File: src/rtl/lcd4_pkg.sv
`timescale 1ns / 1ps
package lcd4_pkg;

  localparam int unsigned CfgAddrWidth = 4;
  localparam int unsigned IdxWidth     = 5;

  localparam logic [1:0] REG_SETUP   = 2'd0;
  localparam logic [1:0] REG_PULSE   = 2'd1;
  localparam logic [1:0] REG_POWERUP = 2'd2;

  localparam logic [1:0] OP_CMD  = 2'd0;
  localparam logic [1:0] OP_DATA = 2'd1;
  localparam logic [1:0] OP_INIT = 2'd2;

  localparam logic [15:0] SETUP_RESET   = 16'd2000;
  localparam logic [15:0] PULSE_RESET   = 16'd2000;
  localparam logic [19:0] POWERUP_RESET = 20'd100000;

  localparam logic [7:0] INIT_WAKE_BYTE = 8'h30;
  localparam logic [7:0] INIT_MODE_BYTE = 8'h20;
  localparam logic [7:0] HIGH_MASK      = 8'hF0;
  localparam logic [7:0] INIT_BYTES [4] = '{8'h28, 8'h06, 8'h01, 8'h0C};

  typedef enum logic [1:0] {
    RUN_CMD  = 2'd0,
    RUN_DATA = 2'd1,
    RUN_INIT = 2'd2
  } run_t;

  typedef enum logic [1:0] {
    HOLD_SETUP   = 2'd0,
    HOLD_PULSE   = 2'd1,
    HOLD_POWERUP = 2'd2,
    HOLD_ZERO    = 2'd3
  } hold_sel_t;

  typedef struct packed {
    run_t       kind;
    logic [7:0] value;
  } entry_t;

  typedef struct packed {
    logic [15:0] setup_ticks;
    logic [15:0] pulse_ticks;
    logic [19:0] powerup_ticks;
  } cfg_t;

  typedef struct packed {
    logic [3:0] nib;
    logic       en;
    hold_sel_t  hold_sel;
    logic       last;
  } ev_t;

  // Pin event number idx of a run of the given kind.
  function automatic ev_t lcd4_event(run_t kind, logic [IdxWidth-1:0] idx,
                                     logic [7:0] value);
    ev_t                 ev;
    logic [IdxWidth-1:0] m;
    logic [7:0]          b;
    m  = '0;
    b  = '0;
    ev = '{nib: 4'h0, en: 1'b0, hold_sel: HOLD_ZERO, last: 1'b0};
    if (kind == RUN_INIT) begin
      if (idx == IdxWidth'(0)) begin
        ev.hold_sel = HOLD_POWERUP;
      end else if (idx <= IdxWidth'(8)) begin
        m  = idx - IdxWidth'(1);
        b  = (m[IdxWidth-1:1] == 4'd3) ? INIT_MODE_BYTE : INIT_WAKE_BYTE;
        ev.nib      = b[7:4];
        ev.en       = m[0];
        ev.hold_sel = m[0] ? HOLD_PULSE : HOLD_SETUP;
      end else if (idx <= IdxWidth'(24)) begin
        m  = idx - IdxWidth'(9);
        b  = INIT_BYTES[m[3:2]];
        ev.nib      = m[1] ? b[3:0] : b[7:4];
        ev.en       = m[0];
        ev.hold_sel = m[0] ? HOLD_PULSE : HOLD_SETUP;
      end else begin
        b  = INIT_BYTES[3];
        ev.nib  = b[3:0];
        ev.last = 1'b1;
      end
    end else begin
      if (idx >= IdxWidth'(4)) begin
        ev.nib  = value[3:0];
        ev.last = 1'b1;
      end else begin
        b  = value & HIGH_MASK;
        ev.nib      = idx[1] ? value[3:0] : b[7:4];
        ev.en       = idx[0];
        ev.hold_sel = idx[0] ? HOLD_PULSE : HOLD_SETUP;
      end
    end
    return ev;
  endfunction

endpackage

File: src/rtl/lcd4_front.sv
`timescale 1ns / 1ps
module lcd4_front (
  input  logic                in_valid,
  output logic                in_stall,
  input  logic [1:0]          op,
  input  logic [7:0]          value,
  input  logic                q_full,
  output logic                push,
  output lcd4_pkg::entry_t    push_entry
);
  import lcd4_pkg::*;

  logic accept;

  assign in_stall = q_full;
  assign accept   = in_valid && !q_full;

  // Unused op codes are accepted and dropped.
  always_comb begin
    push       = 1'b0;
    push_entry = '{kind: RUN_CMD, value: value};
    case (op)
      OP_CMD: begin
        push            = accept;
        push_entry.kind = RUN_CMD;
      end
      OP_DATA: begin
        push            = accept;
        push_entry.kind = RUN_DATA;
      end
      OP_INIT: begin
        push            = accept;
        push_entry.kind = RUN_INIT;
      end
      default: begin
        push = 1'b0;
      end
    endcase
  end
endmodule

File: src/rtl/lcd4_queue.sv
`timescale 1ns / 1ps
module lcd4_queue (
  input  logic             clk,
  input  logic             rst,
  input  logic             push,
  input  lcd4_pkg::entry_t push_entry,
  input  logic             pop,
  output logic             full,
  output logic             head_valid,
  output lcd4_pkg::entry_t head
);
  import lcd4_pkg::*;

  entry_t     slots [2];
  logic       wr_ptr;
  logic       rd_ptr;
  logic [1:0] count;
  logic       do_push;
  logic       do_pop;

  assign full       = (count == 2'd2);
  assign head_valid = (count != 2'd0);
  assign head       = slots[rd_ptr];
  assign do_push    = push && !full;
  assign do_pop     = pop && head_valid;

  always_ff @(posedge clk) begin
    if (do_push) begin
      slots[wr_ptr] <= push_entry;
    end
  end

  always_ff @(posedge clk) begin
    if (rst) begin
      wr_ptr <= 1'b0;
      rd_ptr <= 1'b0;
      count  <= 2'd0;
    end else begin
      if (do_push) begin
        wr_ptr <= ~wr_ptr;
      end
      if (do_pop) begin
        rd_ptr <= ~rd_ptr;
      end
      case ({do_push, do_pop})
        2'b10:   count <= count + 2'd1;
        2'b01:   count <= count - 2'd1;
        default: count <= count;
      endcase
    end
  end
endmodule

File: src/rtl/lcd4_back.sv
`timescale 1ns / 1ps
module lcd4_back (
  input  logic             clk,
  input  logic             rst,
  input  lcd4_pkg::cfg_t   cfg,
  input  logic             head_valid,
  input  lcd4_pkg::entry_t head,
  output logic             pop,
  output logic             out_valid,
  input  logic             out_stall,
  output logic [3:0]       data_pins,
  output logic             rs_pin,
  output logic             en_pin,
  output logic [19:0]      hold_ticks,
  output logic             last
);
  import lcd4_pkg::*;

  logic [IdxWidth-1:0] idx;
  logic [IdxWidth-1:0] idx_next;
  logic                load;
  ev_t                 ev;
  logic [19:0]         hold;

  assign load = head_valid && (!out_valid || !out_stall);
  assign ev   = lcd4_event(head.kind, idx, head.value);
  assign pop  = load && ev.last;

  always_comb begin
    idx_next = ev.last ? '0 : idx + IdxWidth'(1);
    case (ev.hold_sel)
      HOLD_SETUP:   hold = {4'h0, cfg.setup_ticks};
      HOLD_PULSE:   hold = {4'h0, cfg.pulse_ticks};
      HOLD_POWERUP: hold = cfg.powerup_ticks;
      default:      hold = 20'd0;
    endcase
  end

  always_ff @(posedge clk) begin
    if (rst) begin
      out_valid <= 1'b0;
      idx       <= '0;
    end else begin
      if (load) begin
        out_valid <= 1'b1;
        idx       <= idx_next;
      end else if (!out_stall) begin
        out_valid <= 1'b0;
      end
    end
  end

  always_ff @(posedge clk) begin
    if (load) begin
      data_pins  <= ev.nib;
      rs_pin     <= (head.kind == RUN_DATA);
      en_pin     <= ev.en;
      hold_ticks <= hold;
      last       <= ev.last;
    end
  end
endmodule

File: src/rtl/lcd_4bit_nibble_write_sequencer_core.sv
`timescale 1ns / 1ps
// A command or data write gives 5 pin events at one per cycle while out_stall is low; an init run gives 26.
// The first event of a transaction passes through the queue and then the output registers.
// The event sequencer sends every event of a run before it pops the next entry from the queue.
// A two-entry queue lets the next transaction be accepted while a run is going out.
// Synchronous reset empties the queue and output and restores the tick registers.
module lcd_4bit_nibble_write_sequencer_core (
  input  logic                              clk,
  input  logic                              rst,
  input  logic                              psel,
  input  logic                              penable,
  input  logic                              pwrite,
  input  logic [lcd4_pkg::CfgAddrWidth-1:0] paddr,
  input  logic [31:0]                       pwdata,
  output logic [31:0]                       prdata,
  output logic                              pready,
  input  logic                              in_valid,
  output logic                              in_stall,
  input  logic [1:0]                        op,
  input  logic [7:0]                        value,
  output logic                              out_valid,
  input  logic                              out_stall,
  output logic [3:0]                        data_pins,
  output logic                              rs_pin,
  output logic                              en_pin,
  output logic [19:0]                       hold_ticks,
  output logic                              last
);
  import lcd4_pkg::*;

  cfg_t       cfg;
  logic       wr_en;
  logic [1:0] reg_idx;
  logic       q_full;
  logic       push;
  entry_t     push_entry;
  logic       pop;
  logic       head_valid;
  entry_t     head;

  assign pready  = 1'b1;
  assign reg_idx = paddr[3:2];
  assign wr_en   = psel && penable && pwrite && pready;

  always_ff @(posedge clk) begin
    if (rst) begin
      cfg.setup_ticks   <= SETUP_RESET;
      cfg.pulse_ticks   <= PULSE_RESET;
      cfg.powerup_ticks <= POWERUP_RESET;
    end else if (wr_en) begin
      case (reg_idx)
        REG_SETUP:   cfg.setup_ticks   <= pwdata[15:0];
        REG_PULSE:   cfg.pulse_ticks   <= pwdata[15:0];
        REG_POWERUP: cfg.powerup_ticks <= pwdata[19:0];
        default:     cfg               <= cfg;
      endcase
    end
  end

  always_comb begin
    case (reg_idx)
      REG_SETUP:   prdata = {16'h0, cfg.setup_ticks};
      REG_PULSE:   prdata = {16'h0, cfg.pulse_ticks};
      REG_POWERUP: prdata = {12'h0, cfg.powerup_ticks};
      default:     prdata = 32'h0;
    endcase
  end

  lcd4_front u_front (
    .in_valid   (in_valid),
    .in_stall   (in_stall),
    .op         (op),
    .value      (value),
    .q_full     (q_full),
    .push       (push),
    .push_entry (push_entry)
  );

  lcd4_queue u_queue (
    .clk        (clk),
    .rst        (rst),
    .push       (push),
    .push_entry (push_entry),
    .pop        (pop),
    .full       (q_full),
    .head_valid (head_valid),
    .head       (head)
  );

  lcd4_back u_back (
    .clk        (clk),
    .rst        (rst),
    .cfg        (cfg),
    .head_valid (head_valid),
    .head       (head),
    .pop        (pop),
    .out_valid  (out_valid),
    .out_stall  (out_stall),
    .data_pins  (data_pins),
    .rs_pin     (rs_pin),
    .en_pin     (en_pin),
    .hold_ticks (hold_ticks),
    .last       (last)
  );
endmodule

File: config.mk
export PLATFORM = sky130hd
export DESIGN_NAME = lcd_4bit_nibble_write_sequencer_core
export DESIGN_NICKNAME = d
export VERILOG_FILES = /design/src/rtl/lcd4_pkg.sv /design/src/rtl/lcd4_front.sv /design/src/rtl/lcd4_queue.sv /design/src/rtl/lcd4_back.sv /design/src/rtl/lcd_4bit_nibble_write_sequencer_core.sv
export SDC_FILE = /design/constraint.sdc
export NUM_CORES = 1
export LEC_CHECK = 0
export BUFFER_PORTS_ARGS = -buffer_cell sky130_fd_sc_hd__buf_2
export CORE_UTILIZATION = 30
export CTS_CLUSTER_DIAMETER = 150
export CTS_CLUSTER_SIZE = 24
export DETAILED_ROUTE_END_ITERATION = 10
export SETUP_SLACK_MARGIN = 0.3
export SLEW_MARGIN = 20
export SYNTH_ARGS = -nofsm -noshare
export SYNTH_HDL_FRONTEND = slang
export SYNTH_SLANG_ARGS = --single-unit
File: constraint.sdc
create_clock -name clk -period 3.2 [get_ports clk]
set_input_delay 0.64 -clock clk [delete_from_list [all_inputs] [get_ports clk]]
set_output_delay 0.64 -clock clk [all_outputs]
set_load 0.02 [all_outputs]
==> impl_results.md <==
- Die Span Y: 134.6 um
- P_sw: 1025 uW
- Post-DP HPWL: 8.914 mm
- Yosys reg bits: 110
- Final-layout fill cell count: 1,750
- H-tree levels: 3
- Num Clock Sinks: 110
- Fin crit share: 84.90%
- Endpoint arrival time on the critical path: 2830 ps
- Net count, final: 690
- Post-layout min period: 2717 ps
- Max_cap viols: 0
- Slew margin rel.: 41.83%
- CP delay by family, top: simple AND/OR/NAND/NOR gates
- Clock Skew: 9.224 ps
- Vias/cell: 4.758
- Yosys warnings: 0
- Ant diodes: 0
- Starting Density: 30.60%
- Clock Latency Late Sink: 360 ps
- Wirelength per Cell: 15.21 um
- # setup viols final: 0
- Netlist cell types: 57
- Fmax: 0.3681 GHz
- Top_reg_cell synth: dfxtp_1
- Share of cells above drive strength 1: 21.89%
- Comb power frac: 20.1%
- DRT antenna net count: 0
- Clock Path Buffers: 2
- Largest net degree at the start of global routing: 33
- Routed via count: 4,092
- DRC viols: 0
- CP max stage cell: nor4b_1
- CTS-repair resized insts: 0
- Setup crit end kind: flip-flop
- Pins Over Slew Limit: 0
- Port Buffers: 87
- Vias in the first global route: 3,852
- First-pass GRT wire length: 20.94 mm
- Reg clk slew, reported paths: 70 ps
- Clock share of power: 32.5%
- Max IR drop VDD: 0.2723 mV
- Async set-reset flop share out of synthesis: 0%
- Area Overhead vs Synth: 18.50%
- Reg power frac: 47.5%
- TNS Setup: 0 ps
- Sequential area share after synthesis: 50.66%
- Worst EP required: 3310 ps
- Critical-path cell list: inv_1 -> ha_1 -> nor4b_1 -> o21a_4 -> a2111oi_4 -> buf_12 -> mux2_2 -> a22o_1
- Die area: 18,120 sq um
- Die width: 134.6 um
- Crit-path max FO: 21
- Grt ovf: 0
- Num CTS Buffers: 9
- First DRT Iteration DRCs: 285
- Leakage: 0.002527 uW
- DRT Wirelength: 13.08 mm
- Sw frac: 29.88%
- Initial antenna violation count: 0
- Post-Synthesis Cells: 546
- Top Ports: 115
- Root Driver: clkbuf_16
- Worst Path Buf+Inv: 2
- DRT Pass-1 Iters: 4
- RePlAce Congestion: 0.7884
- Post-synth EDFFs: 47
- Worst-Margin Slew: 869.3 ps
- Area of the mapped netlist: 5275 sq um
- Gr usage total: 14.97%
- Core area: 17,240 sq um
- Max stage delay on crit path: 680 ps
- Worst hold-check path type: reg2reg
- Post-CTS Setup Bufs: 0
- Power Total: 3430 uW
- Avg Synthesized Cell Area: 9.661 sq um
- Number of core rows: 48
- Power Dens Cells: 548.8 nW/um^2
- Int Pwr: 2405 uW
- Final Hold Viols: 0
- Status: complete, no violations
- Crit path kind: reg2reg
- Unrepaired setup endpoints after global routing: no
- CP Launch Type: flip-flop
- Hold-fix buffers at CTS: 0
- CTS tree: yes
[worst min-delay path, stage by stage, from the launching register on]
cell and delay, ps:
dfxtp_1 320, nand2_1 50, a21oi_1 50
[flip-flops by register name (all words and copies together), names as in the netlist, named ones only]
| signal | count |
|---|---|
| u_queue.count | 2 |
| u_back.en_pin | 1 |
| u_queue.rd_ptr | 1 |
| cfg | 52 |
| u_back.last | 1 |
| u_back.data_pins | 4 |
| u_back.out_valid | 1 |
| u_queue.slots | 20 |
| u_back.idx | 5 |
| u_back.rs_pin | 1 |
| u_back.hold_ticks | 20 |
| u_queue.wr_ptr | 1 |
[area by class of cell]
class | instances | area (sq um) | share of cell area, %
flip-flops and latches | 110 | 2673 | 42.75
multi-input cells | 388 | 2352 | 37.63
repair buffers | 108 | 605.6 | 9.688
well taps | 225 | 281.5 | 4.504
clock buffers | 10 | 239.0 | 3.823
clock inverters | 6 | 51.30 | 0.8207
inverters | 13 | 48.80 | 0.7806
[routing by layer]
| layer | global-route usage [%] | vias up | routed length, um |
|---|---|---|---|
| met5 | 0 | - | 0 |
| met4 | 4.994 | 0 | 208 |
| met3 | 3.078 | 17 | 846 |
| met2 | 23.23 | 126 | 5925 |
| met1 | 20.73 | 1883 | 6099 |
| li1 | - | 2066 | - |
[path summary, 6_finish.rpt]
check	start	end	slack [ps]	cells after the start
max	u_back.idx[0]	u_back.hold_ticks[13]	480	8
min	cfg[18]	cfg[18]	460	2
max reg2reg	u_back.idx[0]	u_back.hold_ticks[13]	480	8
min reg2reg	cfg[18]	cfg[18]	460	2
[kinds of logic (layout without fill, tap and decap cells)]
group	Yosys count	count (layout)	synth area share (%)
AO/OA/AOI/OAI	116	116	13.28
XOR/XNOR	6	6	0.9964
adder cells (fa/ha/maj)	9	9	2.040
buffers and inverters	59	137	5.811
flip-flops	110	110	50.66
multiplexers	37	37	8.325
other	2	13	0.1424
AND/OR/NAND/NOR	207	207	18.74
[cell usage in the layout, fill, tap and decap left out, types with 2 or more instances in the layout]
| cell | instances |
|---|---|
| xor2_1 | 3 |
| nor3_2 | 2 |
| maj3_1 | 2 |
| nand2_1 | 130 |
| mux2_2 | 2 |
| a211o_1 | 2 |
| and2_1 | 8 |
| inv_6 | 2 |
| ha_1 | 7 |
| a21oi_2 | 2 |
| nor3b_1 | 2 |
| and3b_1 | 2 |
| nand3b_1 | 18 |
| nor3b_2 | 2 |
| buf_4 | 20 |
| o22a_1 | 2 |
| o31ai_1 | 3 |
| or3_1 | 2 |
| nand4_1 | 4 |
| mux4_1 | 4 |
| mux2i_1 | 30 |
| o21ai_0 | 19 |
| dfxtp_1 | 63 |
| inv_1 | 13 |
| nor2_1 | 12 |
| clkbuf_16 | 9 |
| nand3_1 | 4 |
| o211ai_1 | 3 |
| a21oi_1 | 58 |
| edfxtp_1 | 47 |
| conb_1 | 13 |
| nor2b_1 | 8 |
| buf_2 | 87 |
| nor3_1 | 3 |
| nor4_1 | 4 |
| xnor2_1 | 3 |
| inv_8 | 2 |
| o22ai_1 | 14 |
[stage by stage]
stage / instances / util [%] / setup slack (ps) / instance area, sq um / hold slack [ps]
2_1_floorplan: 557 / - / 613.9 / 5316 / 440.1
6_report: 860 / 36.27 / 483.2 / 6251 / 464.3
3_5_place_dp: 844 / 34.58 / 527.2 / 5961 / 454.2
3_3_place_gp: 844 / 34.58 / 539.8 / 5961 / 454.4
4_1_cts: 860 / 36.27 / 513.9 / 6251 / 459.6
5_1_grt: 860 / 36.27 / 384.7 / 6251 / 456.1
[cell usage after synthesis, types with 5 or more instances]
cell type,n,area [sq um]
nand2_1,130,488.0
dfxtp_1,63,1261
a21oi_1,58,290.3
edfxtp_1,47,1411
mux2i_1,30,300.3
clkbuf_1,23,86.33
o21ai_0,19,95.09
nand3b_1,18,135.1
o22ai_1,14,87.58
buf_4,13,97.59
inv_1,13,48.80
nor2_1,12,45.04
and2_1,8,50.05
nor2b_1,8,50.05
ha_1,7,87.58
buf_2,5,25.02
[power groups by stage]
stage	sequential, uW	clock (uW)	combinational (uW)
detailed placement	1660	0	692
floorplan	1730	0	402
finish	1630	1110	689
global placement	1660	0	686
CTS	1630	1140	695
global route	1640	1190	759
Note: power is estimated with default switching activity, not from simulation.
